--- config.mk ---
export PLATFORM = sky130hd
export DESIGN_NAME = modbus_sensor_reply_framer
export DESIGN_NICKNAME = d
export VERILOG_FILES = /design/src/hdl/msrf_pkg.sv /design/src/hdl/modbus_sensor_reply_framer.sv
export VERILOG_INCLUDE_DIRS = /design/src /design/src/hdl
export SDC_FILE = /design/constraint.sdc
export NUM_CORES = 1
export LEC_CHECK = 0
export BUFFER_PORTS_ARGS = -buffer_cell sky130_fd_sc_hd__buf_2
export CAP_MARGIN = 0
export CORE_MARGIN = 5
export CORE_UTILIZATION = 35
export DETAILED_ROUTE_END_ITERATION = 16
export GPL_TIMING_DRIVEN = 0
export PLACE_DENSITY_LB_ADDON = 0.3
export SLEW_MARGIN = 30
export SYNTH_ARGS = -nofsm -noshare
export SYNTH_HDL_FRONTEND = slang
export SYNTH_SLANG_ARGS = --single-unit
--- constraint.sdc ---
create_clock -name clk -period 10.6 [get_ports clk]
set_input_delay 1.06 -clock clk [delete_from_list [all_inputs] [get_ports clk]]
set_output_delay 1.06 -clock clk [all_outputs]
set_load 0.05 [all_outputs]
--- src/hdl/modbus_sensor_reply_framer_assert.svh ---
// assertion macros for the sensor reply framer
`ifndef MODBUS_SENSOR_REPLY_FRAMER_ASSERT_SVH
`define MODBUS_SENSOR_REPLY_FRAMER_ASSERT_SVH

// same-cycle implication, checked out of reset
`define MSRF_ASSERT_IMPLY(label, ante, cons) \
    label: assert property (@(posedge clk) disable iff (!rst_n) (ante) |-> (cons)) \
        else $error("framer check failed");

// next-cycle implication, checked out of reset
`define MSRF_ASSERT_NEXT(label, ante, cons) \
    label: assert property (@(posedge clk) disable iff (!rst_n) (ante) |=> (cons)) \
        else $error("framer check failed");

`endif

--- src/hdl/msrf_pkg.sv ---
// types, constants and crc function for the sensor reply framer
`timescale 1ns / 1ps

package msrf_pkg;

    typedef enum logic [1:0]
    {
        KIND_OXYGEN = 2'd0,
        KIND_PH     = 2'd1,
        KIND_ORP    = 2'd2
    } sensor_kind_t;

    typedef enum logic [1:0]
    {
        CFG_OXYGEN_ADDR = 2'd0,
        CFG_PH_ADDR     = 2'd1,
        CFG_ORP_ADDR    = 2'd2
    } cfg_index_t;

    localparam int          COUNT_W         = 5;
    localparam int          FIRST_VALUE_POS = 3;
    localparam int          VALUE_BYTES     = 12;
    localparam int          VIDX_W          = 4;
    localparam logic [15:0] CRC_INIT        = 16'hFFFF;
    localparam logic [15:0] CRC_POLY        = 16'hA001;
    localparam logic [7:0]  OXYGEN_ADDR_RST = 8'h03;
    localparam logic [7:0]  PH_ADDR_RST     = 8'h04;
    localparam logic [7:0]  ORP_ADDR_RST    = 8'h05;
    localparam int          DATA_W          = 104;

    // one byte of the reflected crc-16, lsb first
    function automatic logic [15:0] crc16_update(input logic [15:0] crc, input logic [7:0] b);
        logic [15:0] c;
        c = crc ^ {8'h00, b};
        for (int i = 0; i < 8; i++)
        begin
            if (c[0])
                c = (c >> 1) ^ CRC_POLY;
            else
                c = c >> 1;
        end
        return c;
    endfunction

endpackage

--- src/hdl/modbus_sensor_reply_framer.sv ---
// sensor reply framer: address decode, crc-16 check and value capture
// the last byte passes through the input stage and then the result register to the master side
// throughput: one byte per cycle; the input stage and the result register each hold one entry
// a stalled result holds the input stage, so bytes pause only while the result waits
// reset: asynchronous, active low; clears counters, crc, valids, address registers to 3, 4, 5
`timescale 1ns / 1ps

module modbus_sensor_reply_framer
    import msrf_pkg::*;
#(
    parameter int OXYGEN_FRAME_LEN = 17,
    parameter int PH_FRAME_LEN     = 9,
    parameter int ORP_FRAME_LEN    = 9
)
(
    input  logic              clk,
    input  logic              rst_n,
    input  logic              cfg_we,
    input  logic [1:0]        cfg_addr,
    input  logic [7:0]        cfg_data,
    input  logic              s_axis_tvalid,
    output logic              s_axis_tready,
    input  logic [7:0]        s_axis_tdata,   // [7:0] rx_byte
    output logic              m_axis_tvalid,
    input  logic              m_axis_tready,
    output logic [DATA_W-1:0] m_axis_tdata,   // [0] crc_ok, [32:1] value_one, [64:33] value_two,
                                              // [96:65] value_three, [97] send_request, rest 0
    output logic [1:0]        m_axis_tuser    // [1:0] sensor_kind
);

    localparam logic [5:0] OXY_LEN = 6'(OXYGEN_FRAME_LEN);
    localparam logic [5:0] PH_LEN  = 6'(PH_FRAME_LEN);
    localparam logic [5:0] ORP_LEN = 6'(ORP_FRAME_LEN);

    // configuration registers
    logic [7:0] oxygen_addr_reg;
    logic [7:0] ph_addr_reg;
    logic [7:0] orp_addr_reg;

    // input stage
    logic       in_valid_reg;
    logic [7:0] in_byte_reg;

    // frame state
    logic [COUNT_W-1:0] byte_count_reg, byte_count_next;
    logic [15:0]        crc_reg, crc_next;
    sensor_kind_t       kind_reg, kind_next;
    logic [7:0]         value_bytes_reg [VALUE_BYTES];
    logic [7:0]         crc_low_reg;

    // result register
    logic               out_valid_reg, out_valid_next;
    logic [1:0]         out_kind_reg;
    logic               out_ok_reg;
    logic [31:0]        out_v1_reg, out_v2_reg, out_v3_reg;
    logic               out_send_reg;

    logic               proc_fire;
    logic               first_byte;
    logic               addr_hit;
    sensor_kind_t       kind_cur;
    logic [5:0]         len_cur;
    logic [5:0]         pos_ext;
    logic               is_crc_byte, is_crc_low, is_last;
    logic               cap_en;
    logic [VIDX_W-1:0]  cap_idx;
    logic               crc_ok;
    logic [31:0]        v1, v2, v3;

    assign proc_fire     = in_valid_reg && (!out_valid_reg || m_axis_tready);
    assign s_axis_tready = !in_valid_reg || proc_fire;
    assign first_byte    = (byte_count_reg == '0);
    assign pos_ext       = {1'b0, byte_count_reg};

    // address decode on the first byte, otherwise the latched kind
    always_comb
    begin
        kind_cur = kind_reg;
        addr_hit = 1'b1;
        if (first_byte)
        begin
            priority if (in_byte_reg == oxygen_addr_reg)
                kind_cur = KIND_OXYGEN;
            else if (in_byte_reg == ph_addr_reg)
                kind_cur = KIND_PH;
            else if (in_byte_reg == orp_addr_reg)
                kind_cur = KIND_ORP;
            else
                addr_hit = 1'b0;
        end
    end

    always_comb
    begin
        unique case (kind_cur)
            KIND_OXYGEN: len_cur = OXY_LEN;
            KIND_PH:     len_cur = PH_LEN;
            KIND_ORP:    len_cur = ORP_LEN;
            default:     len_cur = ORP_LEN;
        endcase
    end

    assign is_crc_byte = (pos_ext + 6'd2) < len_cur;
    assign is_crc_low  = (pos_ext + 6'd2) == len_cur;
    assign is_last     = !is_crc_byte && !is_crc_low;
    assign cap_en      = (byte_count_reg >= COUNT_W'(FIRST_VALUE_POS))
                      && (byte_count_reg < COUNT_W'(FIRST_VALUE_POS + VALUE_BYTES));
    assign cap_idx     = VIDX_W'(byte_count_reg - COUNT_W'(FIRST_VALUE_POS));

    assign crc_ok = ({in_byte_reg, crc_low_reg} == crc_reg);

    always_comb
    begin
        if (kind_reg == KIND_OXYGEN)
        begin
            v1 = {value_bytes_reg[0], value_bytes_reg[1], value_bytes_reg[2], value_bytes_reg[3]};
            v2 = {value_bytes_reg[4], value_bytes_reg[5], value_bytes_reg[6], value_bytes_reg[7]};
            v3 = {value_bytes_reg[8], value_bytes_reg[9], value_bytes_reg[10],
                  value_bytes_reg[11]};
        end
        else
        begin
            v1 = {16'h0000, value_bytes_reg[0], value_bytes_reg[1]};
            v2 = '0;
            v3 = '0;
        end
    end

    // frame state next values
    always_comb
    begin
        byte_count_next = byte_count_reg;
        crc_next        = crc_reg;
        kind_next       = kind_reg;
        if (proc_fire && addr_hit)
        begin
            kind_next = kind_cur;
            if (is_crc_byte)
            begin
                crc_next        = crc16_update(first_byte ? CRC_INIT : crc_reg, in_byte_reg);
                byte_count_next = byte_count_reg + 1'b1;
            end
            else if (is_crc_low)
            begin
                byte_count_next = byte_count_reg + 1'b1;
            end
            else
            begin
                byte_count_next = '0;
                crc_next        = CRC_INIT;
            end
        end
    end

    always_comb
    begin
        out_valid_next = out_valid_reg;
        if (proc_fire && addr_hit && is_last)
            out_valid_next = 1'b1;
        else if (m_axis_tready)
            out_valid_next = 1'b0;
    end

    always_ff @(posedge clk or negedge rst_n)
    begin
        if (!rst_n)
        begin
            oxygen_addr_reg <= OXYGEN_ADDR_RST;
            ph_addr_reg     <= PH_ADDR_RST;
            orp_addr_reg    <= ORP_ADDR_RST;
            in_valid_reg    <= 1'b0;
            byte_count_reg  <= '0;
            crc_reg         <= CRC_INIT;
            kind_reg        <= KIND_OXYGEN;
            out_valid_reg   <= 1'b0;
        end
        else
        begin
            if (cfg_we)
            begin
                unique case (cfg_addr)
                    CFG_OXYGEN_ADDR: oxygen_addr_reg <= cfg_data;
                    CFG_PH_ADDR:     ph_addr_reg     <= cfg_data;
                    CFG_ORP_ADDR:    orp_addr_reg    <= cfg_data;
                    default:         ;
                endcase
            end
            if (s_axis_tready)
                in_valid_reg <= s_axis_tvalid;
            byte_count_reg <= byte_count_next;
            crc_reg        <= crc_next;
            kind_reg       <= kind_next;
            out_valid_reg  <= out_valid_next;
        end
    end

    // payload registers
    always_ff @(posedge clk)
    begin
        if (s_axis_tready && s_axis_tvalid)
            in_byte_reg <= s_axis_tdata;
        if (proc_fire && addr_hit)
        begin
            if (cap_en)
                value_bytes_reg[cap_idx] <= in_byte_reg;
            if (is_crc_low)
                crc_low_reg <= in_byte_reg;
            if (is_last)
            begin
                out_kind_reg <= kind_reg;
                out_ok_reg   <= crc_ok;
                out_v1_reg   <= v1;
                out_v2_reg   <= v2;
                out_v3_reg   <= v3;
                out_send_reg <= crc_ok && (kind_reg == KIND_ORP);
            end
        end
    end

    assign m_axis_tvalid = out_valid_reg;
    assign m_axis_tuser  = out_kind_reg;
    assign m_axis_tdata  = {6'b000000, out_send_reg, out_v3_reg, out_v2_reg, out_v1_reg,
                            out_ok_reg};

`include "modbus_sensor_reply_framer_assert.svh"

    `MSRF_ASSERT_IMPLY(a_send_only_good_orp, m_axis_tvalid && out_send_reg,
        out_ok_reg && (out_kind_reg == KIND_ORP))
    `MSRF_ASSERT_IMPLY(a_count_below_len, byte_count_reg != '0,
        pos_ext < len_cur)
    `MSRF_ASSERT_NEXT(a_unknown_addr_dropped, proc_fire && first_byte && !addr_hit,
        byte_count_reg == '0)

endmodule
* Yosys cells after proc, flatten, opt, wreduce, memory -nomap -nowiden
Memory sizes are Yosys's and may differ from the RTL's. A register that Yosys moved wholly into a read port is not among the register bits.
Index checks and enable logic that the tools add are counted.
** Word-level totals
- Register bits :: 101
- RAM bits :: 96
- Memories kept :: 1
** Memory list
- value_bytes_reg :: words 12, width 8, rd ports 12, clocked after Yosys merged registers in 8, write ports 1, line modbus_sensor_reply_framer.sv:48 : logic [7:0] value_bytes_reg [VALUE_BYTES];
** Operators by class
- Add/sub/neg operators :: 3
- $lt $le $gt $ge :: 3
- Equal/unequal tests :: 9
- Muxes and demuxes :: 42
- Bitwise operators :: 9
- Reductions and logical operators :: 32
** Operators with widths (number)
- two-way mux 16 bit :: 26
- equality test 8 bit :: 3
- inverter 2 -> 3 bit :: 8
- equality test 16 bit :: 1
- XOR 16 x 8 -> 16 bit :: 1
- two-way mux 5 bit :: 3
- logical NOT 1 bit :: 12
- AND reduction 2 bit :: 6
- two-way mux 1 bit :: 9
- two-way mux 2 bit :: 4
- logical AND 1 bit :: 7
- adder 5 x 2 -> 6 bit (second input constant) :: 1
- equality test 6 bit :: 1
- logical NOT 2 bit :: 3
- < comparator 6 bit :: 1
- adder 5 x 1 -> 5 bit (second input constant) :: 1
- >= comparator 5 x 2 -> 1 bit (second input constant) :: 1
- logical NOT 5 bit :: 1
- < comparator 5 x 4 -> 1 bit (second input constant) :: 1
- equality test 2 bit (second input constant) :: 2
- subtractor 4 x 2 -> 4 bit (second input constant) :: 1
- equality test 2 x 1 -> 1 bit (second input constant) :: 1
- logical OR 1 bit :: 2
- != test 2 bit (second input constant) :: 1
- nonzero test 2 bit :: 1

* Logic depth before layout (Yosys ltp)
Gate-level depths: netlist (run 1).
- Depth after elaboration :: 37
- Mapped depth :: 15
- Depth with buffers taken out :: 12

* Worst setup path before layout (run 1)
Ideal clock, no wire load.
- Path kind :: register -> register
- From :: register byte_count_reg[0]
- To :: register out_kind_reg[0] (netlist: m_axis_tuser[0]), enable pin
- Library setup time :: 560 ps
- Arrival time :: 6706 ps
- Slack :: 3334 ps
- Cell stages (with the launch flop) :: 14
- Clock period less this slack :: 7266 ps
- Cell sequence :: dfrtp_1 -> inv_1 -> ha_1 -> nor4b_1 -> buf_2 -> buf_1 -> o21a_1 -> o21ai_0 -> ha_1 -> a21boi_0 -> o21ai_0 -> nand2_1 -> nand2_1 -> nor2_1
** On the way
- Word-level cells in the longest chain between the ends :: 8
** Ends and longest elaborated chain
- from (decl) :: line modbus_sensor_reply_framer.sv:45 : logic [COUNT_W-1:0] byte_count_reg, byte_count_next;
- from (signal assigned) :: line modbus_sensor_reply_framer.sv:190 : byte_count_reg <= byte_count_next;
- logical NOT 5 bit :: line modbus_sensor_reply_framer.sv:72 : assign first_byte = (byte_count_reg == '0);
- two-way mux 2 bit :: line modbus_sensor_reply_framer.sv:80 : if (first_byte)
- logical NOT 2 bit :: line modbus_sensor_reply_framer.sv:95 : unique case (kind_cur)
- two-way mux 5 bit :: line modbus_sensor_reply_framer.sv:95
- < comparator 6 bit or equality test 6 bit (tied branches) :: line modbus_sensor_reply_framer.sv:103, modbus_sensor_reply_framer.sv:104
- logical NOT 1 bit :: line modbus_sensor_reply_framer.sv:105 : assign is_last = !is_crc_byte && !is_crc_low;
- logical AND 1 bit :: line modbus_sensor_reply_framer.sv:105
- AND reduction 2 bit (no source line) *
- to (signal assigned) :: line modbus_sensor_reply_framer.sv:210 : out_kind_reg <= kind_reg;
- to (decl) :: line modbus_sensor_reply_framer.sv:53 : logic [1:0] out_kind_reg;
Every way passes the cells marked *; elsewhere a longest branch is shown, timed or not.
A chain may end at the register's enable or synchronous reset.

* Final worst setup path (run 1)
- From :: register byte_count_reg[0]
- To :: register out_v1_reg[1], enable pin
** On the way
- Word-level cells in the longest chain between the ends :: 8
** Ends and longest elaborated chain
- logical NOT 5 bit :: line modbus_sensor_reply_framer.sv:72
- two-way mux 2 bit :: line modbus_sensor_reply_framer.sv:80
- logical NOT 2 bit :: line modbus_sensor_reply_framer.sv:95
- two-way mux 5 bit :: line modbus_sensor_reply_framer.sv:95
- < comparator 6 bit or equality test 6 bit (tied branches) :: line modbus_sensor_reply_framer.sv:103, modbus_sensor_reply_framer.sv:104
- logical NOT 1 bit :: line modbus_sensor_reply_framer.sv:105
- logical AND 1 bit :: line modbus_sensor_reply_framer.sv:105
- AND reduction 2 bit (no source line) *
- to (signal assigned) :: line modbus_sensor_reply_framer.sv:212 : out_v1_reg <= v1;
- to (decl) :: line modbus_sensor_reply_framer.sv:55 : logic [31:0] out_v1_reg, out_v2_reg, out_v3_reg;
Marks and branches as above.

==> out/summary.md, run 1 <==
- sky130_fd_sc_hd__clkbuf_16 — Clock Tree Root
- 0 — number of diodes added for antenna fixing
- 0.512 ns — Hold Slack
- 124 — port bufs
- 0 — final hold viol count
- 35.3% — starting density of the core
- flip-flop — Worst Setup Start Kind
- 29.8% — proportion of power drawn by combinational gates
- 5,354 — total number of vias
- 0.00222 W — cell internal pwr
- 4.53 nW — LEAKAGE
- 0 — hold buffers post-CTS
- 0 — Yosys warning total
- sky130_fd_sc_hd__dfrtp_1 — Crit-path slowest cell
- 33,300 sq um — area of the die
- 50 — maximum number of pins on one net before global-route repair
- 3 — Longest Clk Path Bufs
- 0 — max-slew violation count
- 27.1% — part of the power in the clock network
- 0.823 ns — slew at the pin with the worst max-slew slack
- reg2reg — Min-Delay Path Class
- 1,204 — non-filler instance count after layout
- 5.00 ns — time the worst path needs with I/O delays and setup
- sky130_fd_sc_hd__edfxtp_1 — commonest register cell after synthesis
- 0 — post-CTS repair timing setup buffer count
- 0.06 ns — post-CTS clock slew at the launch and capture registers of the worst setup and hold paths
- 131 — Top Ports
- buffers and inverters — largest delay contributor family on the critical path
- 45.1% — normalized max-slew margin
- flip-flop — kind of end point of the critical path
- 0.49 ns — delay of the slowest critical-path stage
- 632 — synthesized instance count
- 20.2% — Area Overhead vs Synth
- 18.8% — Synth async-reset ratio
- sky130_fd_sc_hd__edfxtp_1 — largest area contributor in the netlist
- reg2reg — Setup CP Type
- 261 — clock tree sinks
- 0 — number of max-cap violations
- 47 — number of distinct library cell variants in the gate-level netlist after synthesis
- 32,000 um — first-pass GRT wire length
- 47.2% — ratio of final minimum period to clock period
- 14,000 um — Final HPWL DP
- 2,674 — FILL cells
- 12,500 sq um — Post-Layout Inst Area
- 5.25 ns — WP data arrival
- 17.3 um — average wire length per cell after detail routing
- finished clean — run status
- 0 — final global-route overflow total
- 10,400 sq um — cell area after synthesis
- 183 um — die outline width
- 261 — #FFs+latches synth
- 264 nW/um^2 — areal power density over the cells
- 27 — clock buffers created by TritonCTS
- 31.7% — layout cell share with drive strength beyond 1
- 73.1% — part of the Yosys area used for sequential elements
- 12.3% — overall fraction of global-route tracks in use
- 0 — residual DRC count
- 200 MHz — maximum operating frequency
- 0 — Post-DRT Antenna Nets
- 63 — row count
- 0.00109 W — net switching component of the power
- 25 — critical path peak fanout
- 1 — H-tree levels
- 32.9% — switching share of power
- 61.1% — fraction of post-synthesis cell area in the top cell type by area
- 212 — number of enable-type register cells in the synthesized netlist
- 0 ns — setup tns final
- sky130_fd_sc_hd__edfxtp_1 — most frequent cell after synthesis
- 5,423 — via count of the first global-routing pass
- false — setup repair after global routing missed its margin
- 0 — number of gates resized after cts
- 4.45 — mean number of vias per cell
- 10.85 ns — critical path required time
- 20,800 um — Total Wirelength
- 16.5 sq um — Avg Synthesized Cell Area
- sky130_fd_sc_hd__buf_16 — crit-path most repeated cell
- done — clock tree from TritonCTS
- 0 — initial antenna violation count
- sky130_fd_sc_hd__edfxtp_1 (212), sky130_fd_sc_hd__and2_1 (94), sky130_fd_sc_hd__xnor2_1 (55), sky130_fd_sc_hd__mux2_2 (40), sky130_fd_sc_hd__dfrtp_1 (28) — commonest cells in the netlist
- 5 — detailed-routing iteration count for the pre-antenna-repair pass
- 0.768 — routability-driven placement congestion ratio
- 0.0121 ns — final clock skew
- sky130_fd_sc_hd__edfxtp_1 (61%), sky130_fd_sc_hd__dfrtp_1 (6.7%), sky130_fd_sc_hd__and2_1 (5.6%) — top cells by area, synth
- 11,700 sq um — cell area reported after detailed placement
- 43.1% — sequential fraction of design power
- inv_1 > ha_1 > nor4b_1 > buf_2 > buf_1 > o21a_1 > o21ai_0 > ha_1 > a21boi_0 > o21ai_0 > nand2_1 > nand2_1 > nor2_4 > buf_16 > buf_16 > buf_16 > buf_16 > buf_8 — cell-by-cell listing of the critical path
- 0.54 ns — latest clock arrival within the worst-skew pair
- 829 — Nets
- 1,156 — Cell Count Post-Placement
- 0 — number of failing setup endpoints in the final timing report
- 0.00330 W — Power Total
- 8 — CP Buf/Inv Count
- 361 — drt first-iter violations
- 29,500 sq um — area of the placeable core
- 96 — number of flip-flops in the largest register
- 183 um — die height
- 124 uV — worst ir drop on vdd
layer usage:
layer	share of wire, %	track usage (%)	vias to the layer above
met5	0	0	-
met4	2.1	3.03	0
met3	6.0	2.05	33
met2	46	19.5	158
met1	46	17.6	2578
li1	-	-	2585
logic make-up (layout without fill, tap and decap cells):
| logic type | Yosys count | after routing | share of synthesized area [%] |
|---|---|---|---|
| multiplexers | 40 | 40 | 4.32 |
| buffers and inverters | 45 | 222 | 2.40 |
| AND/OR/NAND/NOR | 160 | 160 | 9.09 |
| adder cells (fa/ha/maj) | 11 | 11 | 1.32 |
| XOR/XNOR | 77 | 77 | 6.87 |
| other | 1 | 6 | 0.0360 |
| flip-flops | 261 | 261 | 73.1 |
| AO/OA/AOI/OAI | 37 | 37 | 2.85 |
layout by cell type, fill, tap and decap left out, types with 3 or more instances in the layout:
cell,instances
sky130_fd_sc_hd__edfxtp_1,212
sky130_fd_sc_hd__buf_2,128
sky130_fd_sc_hd__and2_1,94
sky130_fd_sc_hd__xnor2_1,55
sky130_fd_sc_hd__mux2_2,40
sky130_fd_sc_hd__dfrtp_1,28
sky130_fd_sc_hd__clkbuf_16,27
sky130_fd_sc_hd__dfstp_2,21
sky130_fd_sc_hd__xor2_1,19
sky130_fd_sc_hd__nor2_1,18
sky130_fd_sc_hd__clkbuf_1,17
sky130_fd_sc_hd__buf_4,15
sky130_fd_sc_hd__ha_1,11
sky130_fd_sc_hd__clkinv_1,10
sky130_fd_sc_hd__nand4_1,9
sky130_fd_sc_hd__nand2_1,9
sky130_fd_sc_hd__inv_1,9
sky130_fd_sc_hd__a2bb2oi_1,7
sky130_fd_sc_hd__o21ai_0,6
sky130_fd_sc_hd__conb_1,6
sky130_fd_sc_hd__nand2b_1,5
sky130_fd_sc_hd__o32a_1,5
sky130_fd_sc_hd__a21oi_1,4
sky130_fd_sc_hd__o22a_1,4
sky130_fd_sc_hd__buf_16,4
sky130_fd_sc_hd__buf_6,3
sky130_fd_sc_hd__nand3_1,3
sky130_fd_sc_hd__nor3_1,3
sky130_fd_sc_hd__nand3b_1,3
sky130_fd_sc_hd__nor2_2,3
sky130_fd_sc_hd__xnor3_1,3
worst paths after layout:
path | start | endpoint | slack, ns | depth (start not counted)
setup reg to reg | byte_count_reg[0] | out_v1_reg[1] | 5.60 | 18
hold reg to reg | value_bytes_reg[6][1] | out_v2_reg[9] | 0.51 | 1
setup / recovery | byte_count_reg[0] | out_v1_reg[1] | 5.60 | 18
hold / removal | value_bytes_reg[6][1] | out_v2_reg[9] | 0.51 | 1
max in group asynchronous | rst_n | byte_count_reg[1] | 9.59 | 1
min in group asynchronous | rst_n | orp_addr_reg[7] | 0.55 | 1
area by class of cell:
cell class                      count  area, sq um  area share, %
Sequential cell                   261         7620           60.8
Multi-Input combinational cell    331         2580           20.6
Timing Repair Buffer              129          748           5.97
Clock buffer                       31          691           5.51
Tap cell                          390          488           3.90
Buffer                             36          216           1.73
Clock inverter                     17          146           1.17
Inverter                            9         33.8          0.270
power by group through the flow:
stage	clock network [W]	registers [W]	logic [W]
6_report	0.000895	0.00142	0.000986
5_1_grt	0.000965	0.00144	0.00107
4_1_cts	0.000922	0.00143	0.00100
3_5_place_dp	0	0.00145	0.000999
3_3_place_gp	0	0.00147	0.000953
2_1_floorplan	0	0.00163	0.000557
worst reg2reg max path, stage by stage (launching register included):
cell and delay [ns]:
sky130_fd_sc_hd__dfrtp_1 0.49, sky130_fd_sc_hd__inv_1 0.17, sky130_fd_sc_hd__ha_1 0.19, sky130_fd_sc_hd__nor4b_1 0.41, sky130_fd_sc_hd__buf_2 0.33, sky130_fd_sc_hd__buf_1 0.41
sky130_fd_sc_hd__o21a_1 0.19, sky130_fd_sc_hd__o21ai_0 0.11, sky130_fd_sc_hd__ha_1 0.32, sky130_fd_sc_hd__a21boi_0 0.18, sky130_fd_sc_hd__o21ai_0 0.13, sky130_fd_sc_hd__nand2_1 0.14
sky130_fd_sc_hd__nand2_1 0.21, sky130_fd_sc_hd__nor2_4 0.50, sky130_fd_sc_hd__buf_16 0.22, sky130_fd_sc_hd__buf_16 0.18, sky130_fd_sc_hd__buf_16 0.17, sky130_fd_sc_hd__buf_16 0.18
sky130_fd_sc_hd__buf_8 0.18
per-stage QoR:
stage	setup slack (ns)	utilization, %
finish	5.60	42.5
global route	5.26	42.5
CTS	5.54	42.5
detailed placement	5.53	39.6
global placement	0.727	39.2
floorplan	3.33	-
Power figures use the tool's default switching activity.
==> run 2: changes to the inputs <==
==> constraint.sdc (replaced) <==
create_clock -name clk -period 5.03 [get_ports clk]
set_input_delay 0.503 -clock clk [delete_from_list [all_inputs] [get_ports clk]]
set_output_delay 0.503 -clock clk [all_outputs]
set_load 0.05 [all_outputs]
==> out/summary.md, run 2 (same netlist as run 1, synthesis figures left out) <==
- complete, but fails checks — run status
- hold timing — violated checks
- 0.818 ns — slew at the pin with the worst max-slew slack
- 227 MHz — maximum operating frequency
- 0.00690 W — Power Total
- 13,700 um — Final HPWL DP
- 42.4% — final core utilization
- 5 — detailed-routing iteration count for the pre-antenna-repair pass
- buf_4 > xor2_1 > nor4_2 > and2_2 > o21a_1 > o21ai_0 > ha_1 > a21boi_0 > o21ai_0 > nand2_1 > nand2_1 > nor2_4 > buf_8 > buf_16 > buf_16 — cell-by-cell listing of the critical path
- sky130_fd_sc_hd__edfxtp_1 (212), sky130_fd_sc_hd__buf_2 (128), sky130_fd_sc_hd__and2_1 (94), sky130_fd_sc_hd__xnor2_1 (55), sky130_fd_sc_hd__mux2_2 (40) — highest-count cells in the layout ignoring fill and taps
- 183 um — die height
- 261 — clock tree sinks
- 4.41 ns — time the worst path needs with I/O delays and setup
- 3 — Longest Clk Path Bufs
- 29,500 sq um — area of the placeable core
- 0.62 ns — FF-to-FF setup slack
- 22 — critical path peak fanout
- 828 — Nets
- 0.763 — routability-driven placement congestion ratio
- simple AND/OR/NAND/NOR gates — largest delay contributor family on the critical path
- 33,300 sq um — area of the die
- 20,300 um — Total Wirelength
- flip-flop — kind of end point of the critical path
- 0.00957 ns — final clock skew
- 15 — path length in cells of the critical path
- sky130_fd_sc_hd__edfxtp_1 — Crit-path slowest cell
- 0 — Post-DRT Antenna Nets
- 31.8% — layout cell share with drive strength beyond 1
- out_v2_reg[0] — worst reg2reg path endpoint
- 2,682 — FILL cells
- 370 — drt first-iter violations
- 0 — initial antenna violation count
- sky130_fd_sc_hd__clkbuf_16 — Clock Tree Root
- 0.54 ns — latest clock arrival within the worst-skew pair
- 87.7% — ratio of final minimum period to clock period
- 296 uV — worst ir drop on vdd
- 0 — number of failing setup endpoints in the final timing report
- reg2reg — Setup CP Type
- 5,395 — total number of vias
- 16.9 um — average wire length per cell after detail routing
- 96 — number of flip-flops in the largest register
- 5.27 ns — critical path required time
- in_byte_reg[6] — Critical R2R Launch
- in2async — Min-Delay Path Class
- 0.06 ns — post-CTS clock slew at the launch and capture registers of the worst setup and hold paths
- 0 — number of diodes added for antenna fixing
- 0 — max-slew violation count
- 5,281 — via count of the first global-routing pass
- 50 — maximum number of pins on one net before global-route repair
- 4.49 — mean number of vias per cell
- 35.3% — starting density of the core
- 4.65 ns — WP data arrival
- 2 — final hold viol count
- 0 — final global-route overflow total
- 4 — CP Buf/Inv Count
- 4.52 nW — LEAKAGE
- 63 — row count
- 124 — port bufs
- 0 — hold buffers post-CTS
- 183 um — die outline width
- 0 — number of gates resized after cts
- 552 nW/um^2 — areal power density over the cells
- flip-flop — Worst Setup Start Kind
- done — clock tree from TritonCTS
- 0 — residual DRC count
- 0 — number of max-cap violations
- 131 — Top Ports
- 12.1% — overall fraction of global-route tracks in use
- 0 — post-CTS repair timing setup buffer count
- sky130_fd_sc_hd__edfxtp_1 — commonest non-fill, non-tap cell in the layout
- -0.00571 ns — Hold Slack
- 1 — H-tree levels
- 45.5% — normalized max-slew margin
- 19.8% — Area Overhead vs Synth
- 31,600 um — first-pass GRT wire length
- 15 — depth of the most critical reg-to-reg path
- false — setup repair after global routing missed its margin
- 27 — clock buffers created by TritonCTS
- 0.88 ns — delay of the slowest critical-path stage
==> run 2: cell types whose count changed in the layout (fill, tap and decap cells not counted), sizes merged <==
cell / previous run / this run
bufinv: 2 / 1
clkinvlp: 2 / 0
clkbuf: 44 / 47
clkinv: 12 / 11
buf: 152 / 151
==> run 2: where the power goes <==
part	internal (W)	switching (W)
Sequential	0.00280	0.000196
Combinational	0.000785	0.00129
Clock	0.00104	0.000785
Total	0.00462	0.00227
==> run 2: worst reg2reg max path, cell delays in order, from the launching register on <==
cell	delay, ns
sky130_fd_sc_hd__edfxtp_1	0.88
sky130_fd_sc_hd__buf_4	0.31
sky130_fd_sc_hd__xor2_1	0.09
sky130_fd_sc_hd__nor4_2	0.36
sky130_fd_sc_hd__and2_2	0.27
sky130_fd_sc_hd__o21a_1	0.13
sky130_fd_sc_hd__o21ai_0	0.11
sky130_fd_sc_hd__ha_1	0.33
sky130_fd_sc_hd__a21boi_0	0.16
sky130_fd_sc_hd__o21ai_0	0.12
sky130_fd_sc_hd__nand2_1	0.15
sky130_fd_sc_hd__nand2_1	0.21
sky130_fd_sc_hd__nor2_4	0.42
sky130_fd_sc_hd__buf_8	0.22
sky130_fd_sc_hd__buf_16	0.17
sky130_fd_sc_hd__buf_16	0.18
==> run 2: stage by stage <==
step | area (sq um) | setup TNS [ns] | instances | setup slack (ns)
floorplan | 10400 | 0 | 637 | 0.555
global placement | 11600 | -82.00 | 1151 | -0.824
detailed placement | 11700 | 0 | 1156 | 0.425
CTS | 12500 | 0 | 1203 | 0.399
global route | 12500 | 0 | 1202 | 0.305
finish | 12500 | 0 | 1202 | 0.621
==> run 2: cell type report <==
type | count | area, sq um | area share (%)
well taps | 390 | 488 | 3.91
multi-input cells | 331 | 2580 | 20.7
inverters | 9 | 33.8 | 0.271
clock buffers | 34 | 702 | 5.62
flip-flops and latches | 261 | 7620 | 61.0
repair buffers | 129 | 748 | 5.99
clock inverters | 13 | 101 | 0.812
plain buffers | 35 | 213 | 1.70
==> run 2: how the worst max path moves through the flow <==
stage | end | startpoint
after global routing | out_v1_reg[6] | in_byte_reg[6]
final | out_v2_reg[0] | in_byte_reg[6]
after detailed placement | out_v2_reg[0] | byte_count_reg[0]
after CTS | out_v1_reg[6] | byte_count_reg[0]
after floorplan | m_axis_tuser[0] | byte_count_reg[0]
after global placement | out_v1_reg[0] | byte_count_reg[0]
==> run 2: layer usage <==
| layer | routed length (um) | vias to the layer above | track usage, % |
|---|---|---|---|
| met1 | 9290 | 2615 | 17.5 |
| met5 | 0 | - | 0 |
| met4 | 393 | 0 | 2.85 |
| li1 | - | 2580 | - |
| met3 | 1490 | 33 | 2.35 |
| met2 | 9170 | 167 | 19.2 |
==> run 3: changes to the inputs <==
==> constraint.sdc (replaced) <==
create_clock -name clk -period 3.6 [get_ports clk]
set_input_delay 0.36 -clock clk [delete_from_list [all_inputs] [get_ports clk]]
set_output_delay 0.36 -clock clk [all_outputs]
set_load 0.05 [all_outputs]
==> out/summary.md, run 3 (same netlist as run 1, synthesis figures left out) <==
- 0.55 ns — latest clock arrival within the worst-skew pair
- in_byte_reg[6] — Setup crit start
- 5 — detailed-routing iteration count for the pre-antenna-repair pass
- finished clean — run status
- 4.50 — mean number of vias per cell
- 23.8% — Area Overhead vs Synth
- 0.00328 W — net switching component of the power
- 0 — residual DRC count
- 0.06 ns — post-CTS clock slew at the launch and capture registers of the worst setup and hold paths
- 41.1% — sequential fraction of design power
- 0.0303 ns — Hold Slack
- 1 — cell depth of the worst hold path
- out_v2_reg[3] — Worst Setup EP
- 0.766 — routability-driven placement congestion ratio
- 337 — drt first-iter violations
- 33,300 sq um — area of the die
- 14,000 um — Final HPWL DP
- 124 — port bufs
- sky130_fd_sc_hd__edfxtp_1 — commonest non-fill, non-tap cell in the layout
- 293 MHz — maximum operating frequency
- 1,232 — non-filler instance count after layout
- out_v2_reg[3] — worst reg2reg path endpoint
- 56.4% — normalized max-slew margin
- 0 — max-slew violation count
- 17.3 um — average wire length per cell after detail routing
- done — clock tree from TritonCTS
- 30.5% — proportion of power drawn by combinational gates
- 0.0216 ns — final clock skew
- 5,568 — via count of the first global-routing pass
- 23 — critical path peak fanout
- 378 uV — worst ir drop on vdd
- 96 — number of flip-flops in the largest register
- 3.85 ns — critical path required time
- 34.3% — layout cell share with drive strength beyond 1
- 3 — Longest Clk Path Bufs
- 1 — H-tree levels
- 131 — Top Ports
- 0 — number of failing setup endpoints in the final timing report
- 32,700 um — first-pass GRT wire length
- 28.4% — part of the power in the clock network
- 50 — maximum number of pins on one net before global-route repair
- 3.66 ns — WP data arrival
- 12.6% — overall fraction of global-route tracks in use
- 5,541 — total number of vias
- 183 um — die outline width
- 785 nW/um^2 — areal power density over the cells
- in2reg — Min-Delay Path Class
- 94.7% — ratio of final minimum period to clock period
- 35.3% — starting density of the core
- false — setup repair after global routing missed its margin
- 0.19 ns — FF-to-FF setup slack
- sky130_fd_sc_hd__clkbuf_16 — Clock Tree Root
- 0 — initial antenna violation count
- 63 — row count
- 0.651 ns — slew at the pin with the worst max-slew slack
- 0 — final global-route overflow total
- flip-flop — kind of end point of the critical path
- 1,156 — Cell Count Post-Placement
- sky130_fd_sc_hd__edfxtp_1 (212), sky130_fd_sc_hd__buf_2 (126), sky130_fd_sc_hd__and2_1 (94), sky130_fd_sc_hd__xnor2_1 (55), sky130_fd_sc_hd__mux2_2 (40) — highest-count cells in the layout ignoring fill and taps
- 3.41 ns — time the worst path needs with I/O delays and setup
- 854 — Nets
- flip-flop — Worst Setup Start Kind
- in_byte_reg[6] — Critical R2R Launch
- reg2reg — Setup CP Type
- 28 — clock buffers created by TritonCTS
- 21,300 um — Total Wirelength
- 0.00684 W — cell internal pwr
- 14 — depth of the most critical reg-to-reg path
- 0 — Post-DRT Antenna Nets
- 261 — clock tree sinks
- 32.4% — switching share of power
- 0 — number of diodes added for antenna fixing
- 43.7% — final core utilization
- 29,500 sq um — area of the placeable core
- 4.72 nW — LEAKAGE
- 183 um — die height
- 0 — final hold viol count
- 0 — number of max-cap violations
==> run 3: routing by layer <==
metal / vias up / GRT usage (%) / share of wire (%)
li1: 2641 / - / -
met5: - / 0 / 0
met2: 170 / 20.7 / 47
met4: 0 / 3.12 / 2.2
met1: 2702 / 17.3 / 45
met3: 28 / 2.35 / 6.2
==> run 3: worst min-delay path by stage <==
stage | start | end
final | s_axis_tdata[7] | in_byte_reg[7]
after global routing | s_axis_tdata[7] | in_byte_reg[7]
after CTS | s_axis_tdata[0] | in_byte_reg[0]
after detailed placement | rst_n | ph_addr_reg[6]
after global placement | value_bytes_reg[9][7] | out_v3_reg[23]
after floorplan | rst_n | byte_count_reg[0]
==> run 3: area by class of cell <==
| cell class | count | area (sq um) |
|---|---|---|
| buffer | 36 | 240 |
| clock buffer | 32 | 716 |
| clock inverter | 20 | 228 |
| fill | 2648 | 16600 |
| inverter | 9 | 33.8 |
| multi-input combinational | 331 | 2610 |
| sequential | 261 | 7620 |
| tap | 390 | 488 |
| timing repair buffer | 153 | 963 |
==> run 3: critical path, stage by stage (launching register included) <==
cell	delay [ns]
sky130_fd_sc_hd__edfxtp_1	0.46
sky130_fd_sc_hd__buf_4	0.21
sky130_fd_sc_hd__xor2_1	0.15
sky130_fd_sc_hd__nor4_2	0.38
sky130_fd_sc_hd__and2_4	0.24
sky130_fd_sc_hd__o21a_1	0.11
sky130_fd_sc_hd__o21ai_1	0.08
sky130_fd_sc_hd__ha_1	0.30
sky130_fd_sc_hd__a21boi_2	0.14
sky130_fd_sc_hd__o21ai_1	0.09
sky130_fd_sc_hd__nand2_1	0.16
sky130_fd_sc_hd__nand2_2	0.16
sky130_fd_sc_hd__nor2_4	0.25
sky130_fd_sc_hd__buf_16	0.20
sky130_fd_sc_hd__buf_16	0.18
==> run 3: through the flow <==
stage                     area [sq um]  TNS [ns]  total power [W]  setup WS [ns]
after floorplan                  10500    -54.86          0.00645         -0.549
after global placement           11600   -194.53          0.00712          -1.94
after detailed placement         11700    -44.74          0.00723         -0.571
after CTS                        12800         0           0.0102         0.0251
after global routing             12900         0           0.0106         0.0418
final                            12900         0           0.0101          0.190
==> run 3: power by group through the flow <==
stage | sequential (W) | clock (W) | combinational [W]
after floorplan | 0.00477 | 0 | 0.00168
after global placement | 0.00427 | 0 | 0.00285
after detailed placement | 0.00426 | 0 | 0.00297
after CTS | 0.00416 | 0.00294 | 0.00307
after global routing | 0.00421 | 0.00308 | 0.00334
final | 0.00416 | 0.00288 | 0.00309
==> run 3: timing repair <==
action | in CTS | in global routing
resized for setup | 2 | 5
setup endpoints to repair | 121 | 81
hold buffers | 8 | 1
pin swaps | 1 | 1
setup buffers | 10 | 5
hold endpoints to repair | 35 | 1
